**config.mk**
```make
export PLATFORM = sky130hd
export DESIGN_NAME = sorted_priority_queue
export DESIGN_NICKNAME = d
export VERILOG_FILES = /design/src/rtl/core/spq_pkg.sv /design/src/rtl/core/spq_ctrl.sv /design/src/rtl/core/spq_datapath.sv /design/src/rtl/core/sorted_priority_queue.sv
export SDC_FILE = /design/constraint.sdc
export NUM_CORES = 2
export LEC_CHECK = 0
export BUFFER_PORTS_ARGS = -buffer_cell sky130_fd_sc_hd__buf_2
export CAP_MARGIN = 40
export CORE_ASPECT_RATIO = 1.5
export CORE_MARGIN = 2
export CORE_UTILIZATION = 40
export CTS_CLUSTER_DIAMETER = 120
export CTS_CLUSTER_SIZE = 30
export DETAILED_ROUTE_END_ITERATION = 16
export PLACE_DENSITY_LB_ADDON = 0.25
export SLEW_MARGIN = 30
export SYNTH_ARGS = -nofsm -noshare
export SYNTH_HDL_FRONTEND = slang
export SYNTH_HIERARCHICAL = 1
export SYNTH_SLANG_ARGS = --single-unit
```
**constraint.sdc**
```tcl
create_clock -name clk_i -period 3.89 [get_ports clk_i]
set_input_delay 0.5835 -clock clk_i [delete_from_list [all_inputs] [get_ports clk_i]]
set_output_delay 0.5835 -clock clk_i [all_outputs]
set_load 0.01 [all_outputs]
```
**src/rtl/core/spq_pkg.sv**
```systemverilog
// shared types, constants and command codes of the sorted priority queue
package spq_pkg;

  // store depth and derived widths
  localparam int CAPACITY = 16;
  localparam int IDX_W    = $clog2(CAPACITY);
  localparam int CNT_W    = $clog2(CAPACITY + 1);

  // command codes
  localparam logic [1:0] CMD_INSERT = 2'd0;
  localparam logic [1:0] CMD_REMOVE = 2'd1;
  localparam logic [1:0] CMD_FIND   = 2'd2;

  // input beat
  typedef struct packed {
    logic [1:0]         cmd;
    logic signed [31:0] value;
  } in_item_t;

  // output beat
  typedef struct packed {
    logic               op_ok;
    logic               queue_full;
    logic [3:0]         found_index;
    logic               head_valid;
    logic signed [31:0] head_value;
    logic [4:0]         entry_count;
  } out_item_t;

  // controller states
  typedef enum logic [1:0] {
    ST_IDLE,
    ST_EVAL,
    ST_APPLY
  } state_e;

  // commands from controller to datapath
  typedef struct packed {
    logic capture;
    logic eval;
    logic apply;
  } dp_cmd_t;

endpackage

```
**src/rtl/core/spq_ctrl.sv**
```systemverilog
// controller state machine: sequences capture, compare and update of each item
module spq_ctrl (
  input  logic            clk_i,
  input  logic            rst_ni,
  input  logic            in_valid_i,
  output logic            in_ready_o,
  output logic            out_valid_o,
  input  logic            out_ready_i,
  output spq_pkg::dp_cmd_t cmd_o
);
  import spq_pkg::*;

  state_e state_q, state_d;
  logic   out_valid_q, out_valid_d;
  logic   slot_free;

  // output register can take a new beat
  assign slot_free = !out_valid_q || out_ready_i;

  // next state
  always_comb begin
    state_d = state_q;
    unique case (state_q)
      ST_IDLE:  if (in_valid_i) state_d = ST_EVAL;
      ST_EVAL:  state_d = ST_APPLY;
      ST_APPLY: if (slot_free) state_d = ST_IDLE;
      default:  state_d = ST_IDLE;
    endcase
  end

  // outputs
  always_comb begin
    in_ready_o    = 1'b0;
    cmd_o.capture = 1'b0;
    cmd_o.eval    = 1'b0;
    cmd_o.apply   = 1'b0;
    unique case (state_q)
      ST_IDLE: begin
        in_ready_o    = 1'b1;
        cmd_o.capture = in_valid_i;
      end
      ST_EVAL:  cmd_o.eval  = 1'b1;
      ST_APPLY: cmd_o.apply = slot_free;
      default: ;
    endcase
  end

  // output valid flag
  always_comb begin
    out_valid_d = out_valid_q;
    if (cmd_o.apply) begin
      out_valid_d = 1'b1;
    end else if (out_ready_i) begin
      out_valid_d = 1'b0;
    end
  end

  assign out_valid_o = out_valid_q;

  always_ff @(posedge clk_i or negedge rst_ni) begin
    if (!rst_ni) begin
      state_q     <= ST_IDLE;
      out_valid_q <= 1'b0;
    end else begin
      state_q     <= state_d;
      out_valid_q <= out_valid_d;
    end
  end

endmodule

```
**src/rtl/core/spq_datapath.sv**
```systemverilog
// datapath: chain of stored cells with per-cell compare, shift update and result register
module spq_datapath (
  input  logic               clk_i,
  input  logic               rst_ni,
  input  spq_pkg::dp_cmd_t   cmd_i,
  input  spq_pkg::in_item_t  in_data_i,
  output spq_pkg::out_item_t out_data_o
);
  import spq_pkg::*;

  logic signed [31:0] entry_q [CAPACITY];
  logic signed [31:0] entry_d [CAPACITY];
  logic signed [31:0] prev_val [CAPACITY];
  logic signed [31:0] next_val [CAPACITY];
  logic [CNT_W-1:0]   cnt_q, cnt_d;
  logic [1:0]         op_q;
  logic signed [31:0] value_q;

  logic [CAPACITY-1:0] ge_q, ge_d, rm_q, rm_d, eq_vec;
  logic                found_q, found_d;
  logic [IDX_W-1:0]    idx_q, idx_d;

  logic      full, ins_ok, rem_ok, find_ok, ge_prev;
  out_item_t out_q, out_d;

  // per-cell compare against the captured value, prefix of matches, first match
  always_comb begin
    logic vld;
    logic acc;
    acc   = 1'b0;
    idx_d = '0;
    for (int i = 0; i < CAPACITY; i++) begin
      vld       = CNT_W'(i) < cnt_q;
      ge_d[i]   = !vld || (entry_q[i] >= value_q);
      eq_vec[i] = vld && (entry_q[i] == value_q);
      acc       = acc | eq_vec[i];
      rm_d[i]   = acc;
    end
    for (int i = CAPACITY - 1; i >= 0; i--) begin
      if (eq_vec[i]) idx_d = IDX_W'(i);
    end
    found_d = |eq_vec;
  end

  // neighbor taps for shifting
  always_comb begin
    prev_val[0]          = value_q;
    next_val[CAPACITY-1] = entry_q[CAPACITY-1];
    for (int i = 1; i < CAPACITY; i++) begin
      prev_val[i]   = entry_q[i-1];
      next_val[i-1] = entry_q[i];
    end
  end

  // operation outcome
  assign full    = (cnt_q == CNT_W'(CAPACITY));
  assign ins_ok  = (op_q == CMD_INSERT) && !full;
  assign rem_ok  = (op_q == CMD_REMOVE) && found_q;
  assign find_ok = (op_q == CMD_FIND) && found_q;

  // new cell contents and count
  always_comb begin
    cnt_d = cnt_q;
    for (int i = 0; i < CAPACITY; i++) begin
      entry_d[i] = entry_q[i];
      ge_prev    = (i == 0) ? 1'b0 : ge_q[(i == 0) ? 0 : i - 1];
      if (ins_ok) begin
        if (ge_q[i]) entry_d[i] = ge_prev ? prev_val[i] : value_q;
      end else if (rem_ok) begin
        if (rm_q[i]) entry_d[i] = next_val[i];
      end
    end
    if (ins_ok) begin
      cnt_d = cnt_q + CNT_W'(1);
    end else if (rem_ok) begin
      cnt_d = cnt_q - CNT_W'(1);
    end
  end

  // result beat
  always_comb begin
    out_d.op_ok       = ins_ok || rem_ok || find_ok;
    out_d.queue_full  = (op_q == CMD_INSERT) && full;
    out_d.found_index = (rem_ok || find_ok) ? 4'(idx_q) : 4'd0;
    out_d.head_valid  = (cnt_d != '0);
    out_d.head_value  = (cnt_d != '0) ? entry_d[0] : 32'sd0;
    out_d.entry_count = 5'(cnt_d);
  end

  // count register
  always_ff @(posedge clk_i or negedge rst_ni) begin
    if (!rst_ni) begin
      cnt_q <= '0;
    end else if (cmd_i.apply) begin
      cnt_q <= cnt_d;
    end
  end

  // payload registers
  always_ff @(posedge clk_i) begin
    if (cmd_i.capture) begin
      op_q    <= in_data_i.cmd;
      value_q <= in_data_i.value;
    end
    if (cmd_i.eval) begin
      ge_q    <= ge_d;
      rm_q    <= rm_d;
      found_q <= found_d;
      idx_q   <= idx_d;
    end
    if (cmd_i.apply) begin
      out_q <= out_d;
      if (ins_ok || rem_ok) entry_q <= entry_d;
    end
  end

  assign out_data_o = out_q;

endmodule

```
**src/rtl/core/sorted_priority_queue.sv**
```systemverilog
// top level of the sorted priority queue: controller plus cell datapath
// A store of CAPACITY signed 32-bit values kept in ascending order.
// Input channel (in_valid_i / in_ready_o / in_data_i) carries one command beat:
// insert, remove first equal, or find, with one value; code three is a no-op.
// Output channel (out_valid_o / out_ready_i / out_data_o) returns one result
// beat per input beat: ok flag, full flag, found position, head and count.
// Sequence: a beat is accepted in the idle state, the cell compares run in the
// next cycle, and the shift update plus result load follow in the apply state
// once the output register is free. Each item passes through the capture,
// compare and update steps of the controller; the time does not depend on
// how many values are stored.
// The result sits in an output register, so the next input beat is accepted
// while an earlier result still waits. If the receiver stalls, the update of
// the following item waits until the output register is free.
// Reset clears the count and the handshake state; the store is then empty and
// no clearing pass is needed. Inserting into a full store leaves it unchanged
// and flags queue_full.
module sorted_priority_queue (
  input  logic               clk_i,
  input  logic               rst_ni,
  input  logic               in_valid_i,
  output logic               in_ready_o,
  input  spq_pkg::in_item_t  in_data_i,
  output logic               out_valid_o,
  input  logic               out_ready_i,
  output spq_pkg::out_item_t out_data_o
);
  import spq_pkg::*;

  dp_cmd_t dp_cmd;

  // sequencing
  spq_ctrl u_ctrl (
    .clk_i       (clk_i),
    .rst_ni      (rst_ni),
    .in_valid_i  (in_valid_i),
    .in_ready_o  (in_ready_o),
    .out_valid_o (out_valid_o),
    .out_ready_i (out_ready_i),
    .cmd_o       (dp_cmd)
  );

  // storage and compare cells
  spq_datapath u_datapath (
    .clk_i      (clk_i),
    .rst_ni     (rst_ni),
    .cmd_i      (dp_cmd),
    .in_data_i  (in_data_i),
    .out_data_o (out_data_o)
  );

endmodule

```
==> Word-level counts from Yosys, hierarchy flattened <==
Cells that the tools add are included.
{ "classes": {"n_addsub": 2, "order_cmp": 32, "eq_ne": 37, "mux": 101, "bitwise_logic": 14, "reduce_logical": 98} }
{ "op_table": {"columns": ["cell", "n"], "rows": [
  ["2-to-1 mux 32 bit", 75],
  ["== test 32 bit", 16],
  [">= comparator 32 bit", 16],
  ["AND reduction 5 bit", 14],
  ["< comparator 4 x 5 -> 1 bit (first input constant)", 8],
  ["2-to-1 mux 4 bit", 8],
  ["nonzero test 2 bit", 16],
  ["!= test 2 x 1 -> 1 bit (second input constant)", 15],
  ["logical AND 1 bit", 20],
  ["logical OR 1 bit", 20],
  ["< comparator 3 x 5 -> 1 bit (first input constant)", 4],
  ["logical NOT 1 bit", 18],
  ["OR reduction 16 bit", 1],
  ["bitwise OR 1 bit", 14],
  ["2-to-1 mux 3 bit", 4],
  ["< comparator 1 x 5 -> 1 bit (first input constant)", 2],
  ["< comparator 2 x 5 -> 1 bit (first input constant)", 2],
  ["2-to-1 mux 5 bit", 2],
  ["2-to-1 mux 2 bit", 4],
  ["OR reduction 8 bit", 1],
  ["2-to-1 mux 1 bit", 7],
  ["case mux 2 bit (3 select lines)", 1],
  ["adder 5 x 1 -> 5 bit (second input constant)", 1],
  ["== test 5 bit (second input constant)", 1],
  ["10 further kinds", 14]
]} }
{ "totals": {"reg_bits": 634, "inputBits": 38, "output_inout_bits": 46, "wordCells": 318} }

==> Logic depth before layout (Yosys ltp) <==
{ "depth": {"depth_word": 17, "ltp_mapped": 12, "depth_no_buf": 11} }

==> Cells and area by module <==
Netlist, hierarchy kept.
{ "modules_own_cells": {"columns": ["module", "instances", "cells_each", "area_each_um2", "seq_area_each_um2"], "rows": [
  ["spq_datapath", 1, 3978, 41757.5, 18923.1],
  ["spq_ctrl", 1, 13, 140.1, 75.1]
]} }

==> Worst setup path after synthesis <==
No wires, ideal clock.
{ "synth_path": {"kind": "flip-flop to flip-flop", "from": "register u_datapath.cnt_q[0]", "to": "register u_datapath/entry_q[192] (netlist name) (enable)", "setup_ns": 0.432, "arrival_ns": 3.420, "t_required_ns": 3.458, "slack_ns": 0.039, "stages_incl_launch_ff": 11, "n_path_buf": 4, "path_cell_list": "dfrtp_1 buf_2 inv_1 ha_1 nand3_1 and2_1 buf_6 clkbuf_1 o21ai_1 clkbuf_1 a21oi_1"} }
{ "synth_via": {"elab_chain_len": 5, "elab_cells_between_ends": 8} }
{ "synth_rtl": {"columns": ["item", "line_no", "rtl"], "rows": [
  ["start, declared", "spq_datapath.sv:15", "logic [CNT_W-1:0] cnt_q, cnt_d;"],
  ["start signal, assigned", "spq_datapath.sv:95", "cnt_q <= cnt_d;"],
  ["== test 5 bit *", "spq_datapath.sv:56", "assign full = (cnt_q == CNT_W'(CAPACITY));"],
  ["logical NOT 1 bit *", "spq_datapath.sv:57", "assign ins_ok = (op_q == CMD_INSERT) && !full;"],
  ["logical AND 1 bit *", "spq_datapath.sv:57", null],
  ["!= test 2 x 1 -> 1 bit (no line) (tied with other cells)", null, null],
  ["AND reduction 5 bit (no line) *", null, null],
  ["end signal, assigned", "spq_datapath.sv:113", "if (ins_ok || rem_ok) entry_q <= entry_d;"],
  ["end, declared", "spq_datapath.sv:11", "logic signed [31:0] entry_q [CAPACITY];"]
]} }
Every way passes the cells marked *; elsewhere a longest branch is shown, timed or not.
A chain may end at the register's enable or synchronous reset.

==> Worst setup path in the final report <==
{ "layout_path": {"from": "register u_datapath.value_q[27]", "to": "register u_datapath.idx_q[0], data pin"} }
{ "layout_via": {"elab_chain_len": 17, "elab_cells_between_ends": 47} }
{ "layout_rtl": {"columns": ["item", "line_no", "rtl"], "rows": [
  ["start, declared", "spq_datapath.sv:17", "logic signed [31:0] value_q;"],
  ["start signal, assigned", "spq_datapath.sv:103", "value_q <= in_data_i.value;"],
  ["== test 32 bit", "spq_datapath.sv:35", "eq_vec[i] = vld && (entry_q[i] == value_q);"],
  ["logical AND 1 bit", "spq_datapath.sv:35", null],
  ["2-to-1 mux 4 bit (8 in series)", "spq_datapath.sv:40", "if (eq_vec[i]) idx_d = IDX_W'(i);"],
  ["2-to-1 mux 3 bit (4 in series)", "spq_datapath.sv:40", null],
  ["2-to-1 mux 2 bit (2 in series)", "spq_datapath.sv:40", null],
  ["2-to-1 mux 1 bit", "spq_datapath.sv:40", null],
  ["end signal, assigned", "spq_datapath.sv:109", "idx_q <= idx_d;"],
  ["end, declared", "spq_datapath.sv:21", "logic [IDX_W-1:0] idx_q, idx_d;"]
]} }
Several ways; a longest one is shown, not always the timed one.

==> run summary <==
STA
----------------------------------------------------------------------------------------------------
Final period utilization                                                                       90.5%
Setup repair after global routing missed its margin                                            false
Maximum operating frequency                                                                0.284 GHz
Max-slew violation count                                                                           0
Hold Violations, Final                                                                             0
Actual slew at the worst max-slew pin                                                        1.07 ns
Final-report setup violation count                                                                 0
Min Tclk post-route                                                                          3.52 ns
Sum of negative setup slack                                                                     0 ns
Worst Setup Slack, final                                                                    0.368 ns
Fin Clk Skew                                                                               0.0285 ns
Rel. slew slack                                                                                28.8%

GRT
----------------------------------------------------------------------------------------------------
Number of global-route vias before repair                                                      31000
GR Overflow Total                                                                                  0
Total Routing Usage GR                                                                         23.1%
Global-route wire length before repair                                                     190000 um
Initial antenna violation count                                                                    1
Pin count of the biggest net entering global routing                                             219

CLOCKING
----------------------------------------------------------------------------------------------------
H-tree depth                                                                                       1
Clock-pin slew reported for the worst setup and hold paths after clock tree synthesis        0.13 ns
# resized after CTS                                                                                0
TritonCTS Sinks                                                                                  634
Buffers from clock root to sink, at most                                                           3
Clock buffers created by TritonCTS                                                                25
Post-CTS Setup Repair Bufs                                                                         0
Clk Tree Root Cell                                                                      sky130_fd_sc_hd__clkbuf_16
CTS tree                                                                                         yes
Clock latency on the worst-skew pair                                                         0.65 ns

LOGIC SYNTHESIS
----------------------------------------------------------------------------------------------------
Library cells used by synthesis                                                                   74
Number of standard cells after synthesis                                                        3991
Synth area leader                                                                       sky130_fd_sc_hd__edfxtp_1
Primary flip-flop cell chosen by synthesis mapping                                      sky130_fd_sc_hd__edfxtp_1
Number of synthesized register bits                                                              634
Number of enable-type register cells in the synthesized netlist                                  626
Per-instance average area after synthesis                                                  10.5 um^2
Fraction of synthesis flops using an asynchronous set or reset pin                             1.26%
Count of synthesis-stage warnings from yosys                                                       6
Syn_nets                                                                                        4545
Portion of synthesized cell area occupied by the leading cell type                             44.9%
Portion of the post-synthesis area used by sequential elements                                 45.3%
Leading post-synthesis cells by cell area                                               sky130_fd_sc_hd__edfxtp_1 (45%), sky130_fd_sc_hd__ha_1 (15%), sky130_fd_sc_hd__mux2i_1 (11%)
Post-Synthesis Cell Area                                                                  41900 um^2

ROUTE
----------------------------------------------------------------------------------------------------
Post-detailed-route wirelength per cell                                                      23.1 um
Via count                                                                                      30900
Total Routed Length                                                                        126000 um
DR DRC count                                                                                       0
DRC marker count from the first detailed-route iteration                                        2415
Number of optimization iterations in the first detailed-route pass                                 5
Antenna Violating Nets Remaining                                                                   0
Via density per instance                                                                        5.68

MIN PATH
----------------------------------------------------------------------------------------------------
Worst min-delay path startpoint                                                         in_data_i[13]
Cell count of the worst hold path                                                                  1
Hold path endpoint                                                                      u_datapath/value_q[13]$_DFFE_PP_
Path category of the worst min-delay check                                                 in -> reg

POWER AND IR DROP
----------------------------------------------------------------------------------------------------
Power density over the cells                                                             408 nW/um^2
Peak VDD IR                                                                                 0.293 mV
Leak Pwr                                                                                     18.6 nW

FLOORPLANNING
----------------------------------------------------------------------------------------------------
CORE AREA                                                                                104000 um^2
Width of the die                                                                              268 um
Initial core utilization                                                                       40.3%
Vertical die dimension                                                                        400 um
Count of pins on the block boundary                                                               84
Area of the die                                                                          107000 um^2
Std cell rows                                                                                    145

CRITICAL PATH
----------------------------------------------------------------------------------------------------
Biggest fanout along the worst timing path                                                        12
CP max stage cell                                                                       sky130_fd_sc_hd__nor4_1
Series of cell instances along the critical path                                        inv_1, ha_1, nand4_1, nor4_1, nand4_1, o211ai_1, a31oi_1, o21ai_0, a21boi_0, o31ai_1
Source of the worst register-to-register timing path                                    u_datapath/value_q[27]$_DFFE_PP_
Arrival time at the worst endpoint                                                           3.99 ns
Register-to-register setup slack                                                             0.37 ns
Type of the worst setup path                                                              reg -> reg
Kind of end point of the critical path                                                      register
R2r worst-path depth                                                                              10
Endpoint required time on the critical path                                                  4.36 ns
End of the worst register-to-register path                                              u_datapath/idx_q[0]$_SDFFCE_PP0P_
Slowest Stage Delay on Critical Path                                                         0.72 ns
Element type at the critical path start                                                     register
Critical path's most frequent cell                                                      sky130_fd_sc_hd__nand4_1

LAYOUT
----------------------------------------------------------------------------------------------------
Final antenna diode count                                                                          0
Utilization after layout                                                                       43.7%
Area Growth Syn to Fin                                                                         8.43%
Net total in the final layout                                                                   4596
Fraction of final layout cells sized beyond drive strength 1                                   7.80%

STATUS
----------------------------------------------------------------------------------------------------
Outcome                                                                                    completed

PLACE
----------------------------------------------------------------------------------------------------
Detailed Place HPWL                                                                         97300 um
Number of port buffers                                                                            83
Final estimated routing congestion in global placement                                         0.895
Place WS                                                                                    0.448 ns

FLOW RUN
----------------------------------------------------------------------------------------------------
Number of violations of the max-capacitance limit                                                  0

[critical path, delay by kind of cell (launching register included)]
kind                       cells  cell delay, ns
AOI/OAI and AO/OA              5            0.97
adders and majority gates      1            0.26
buffers and inverters          1            0.50
DFF                            1            0.44
and+or+nand+nor                3            1.18
[cell type report]
cell class                      count  area, um^2
Fill cell                        9935       58500
Multi-Input combinational cell   3072       22000
Sequential cell                   634       19000
Timing Repair Buffer              243        1750
Tap cell                         1396        1750
Clock buffer                       34         659
Inverter                           66         248
Clock inverter                      2        37.5
[cell usage in the layout, fill, tap and decap left out, types with 11 or more instances in the layout]
master / netlist / final
sky130_fd_sc_hd__a21oi_4: 0 / 14
sky130_fd_sc_hd__and2_1: 43 / 41
sky130_fd_sc_hd__nand3_1: 37 / 37
sky130_fd_sc_hd__o21ai_0: 120 / 120
sky130_fd_sc_hd__ha_1: 516 / 516
sky130_fd_sc_hd__nand2b_1: 20 / 20
sky130_fd_sc_hd__clkbuf_16: 0 / 25
sky130_fd_sc_hd__o211ai_1: 26 / 26
sky130_fd_sc_hd__inv_1: 65 / 65
sky130_fd_sc_hd__edfxtp_1: 626 / 626
sky130_fd_sc_hd__nor3_1: 45 / 45
sky130_fd_sc_hd__a21o_1: 84 / 84
sky130_fd_sc_hd__buf_2: 3 / 84
sky130_fd_sc_hd__buf_4: 1 / 145
sky130_fd_sc_hd__mux2i_1: 460 / 460
sky130_fd_sc_hd__and3_1: 11 / 11
sky130_fd_sc_hd__nor2b_1: 38 / 37
sky130_fd_sc_hd__a31oi_1: 15 / 15
sky130_fd_sc_hd__nand2_1: 208 / 208
sky130_fd_sc_hd__nor2_1: 543 / 542
sky130_fd_sc_hd__nand4_1: 112 / 112
sky130_fd_sc_hd__o21a_1: 28 / 28
sky130_fd_sc_hd__a211oi_1: 16 / 16
sky130_fd_sc_hd__a22oi_1: 34 / 34
sky130_fd_sc_hd__a21oi_1: 592 / 578
[synth_stat cells (all sizes together) (8+ instances only)]
master  instances
a211oi         16
a21o           84
a21oi         592
a22oi          34
a31oi          15
and2           43
and3           11
buf            12
clkbuf        207
dfrtp           8
edfxtp        626
ha            516
inv            66
mux2i         460
nand2         209
nand2b         20
nand3          38
nand4         112
nor2          545
nor2b          39
nor3           48
nor4            8
o211ai         26
o21a           28
o21ai         121
o21bai          9
or2            10
[kinds of logic (layout without fill, tap and decap cells)]
family          after synthesis  in the layout  share of synthesized area (%)
mux                         462            462                           11.0
xor+xnor                      9              9                          0.188
simple gates               1115           1115                           12.2
buf+inv                     285            345                           2.62
flops                       634            634                           45.3
compound gates              970            970                           13.2
fa+ha+maj                   516            516                           15.4
[timing repair]
action / 4_1_cts / 5_1_grt
setup endpoints to repair: 0 / 0
hold endpoints to repair: 8 / 0
hold buffers: 1 / 0
[per-layer routing]
layer	global-route usage, %	up-vias	share of wire, %
li1	-	15100	-
met1	28.2	15100	41
met5	0	-	0
met4	9.46	0	4.5
met3	1.19	142	3.1
met2	41.9	650	51
[stage by stage]
| step | power [mW] | hold slack, ns | area [um^2] | cells |
|---|---|---|---|---|
| after global routing | 19.5 | 0.0795 | 45400 | 5447 |
| after floorplan | 13.0 | 0.288 | 41900 | 3991 |
| after detailed placement | 15.2 | 0.496 | 44700 | 5410 |
| after global placement | 15.0 | 0.498 | 44700 | 5406 |
| final | 18.5 | 0.105 | 45400 | 5447 |
| after CTS | 18.7 | 0.0555 | 45400 | 5447 |
[how the worst max path moves through the flow]
stage / start / endpoint
global route: u_datapath/value_q[27]$_DFFE_PP_ / u_datapath/idx_q[1]$_SDFFCE_PP0P_
CTS: u_datapath/value_q[27]$_DFFE_PP_ / u_datapath/idx_q[0]$_SDFFCE_PP0P_
detailed placement: u_datapath/value_q[18]$_DFFE_PP_ / u_datapath/idx_q[0]$_SDFFCE_PP0P_
floorplan: u_datapath/cnt_q[0]$_DFFE_PN0P_ / u_datapath/entry_q[192]$_DFFE_PP_
finish: u_datapath/value_q[27]$_DFFE_PP_ / u_datapath/idx_q[0]$_SDFFCE_PP0P_
global placement: u_datapath/value_q[26]$_DFFE_PP_ / u_datapath/idx_q[1]$_SDFFCE_PP0P_
[power by group]
| part | total [mW] | internal, mW | switching (mW) |
|---|---|---|---|
| Combinational | 6.39 | 2.34 | 4.05 |
| Clock | 3.49 | 1.22 | 2.27 |
| Sequential | 8.67 | 8.33 | 0.339 |
| Total | 18.5 | 11.9 | 6.65 |
[registers in the layout, indices dropped and copies added, names as in the netlist]
register and flops:
u_datapath/cnt_q 5, u_ctrl/state_q 2, u_datapath/rm_q 15, u_datapath/value_q 32, u_datapath/entry_q 512, u_datapath/found_q 1
u_datapath/ge_q 16, u_datapath/op_q 2, u_ctrl/out_valid_o 1, u_datapath/out_data_o 44, u_datapath/idx_q 4
(Power assumes the default switching activity.)
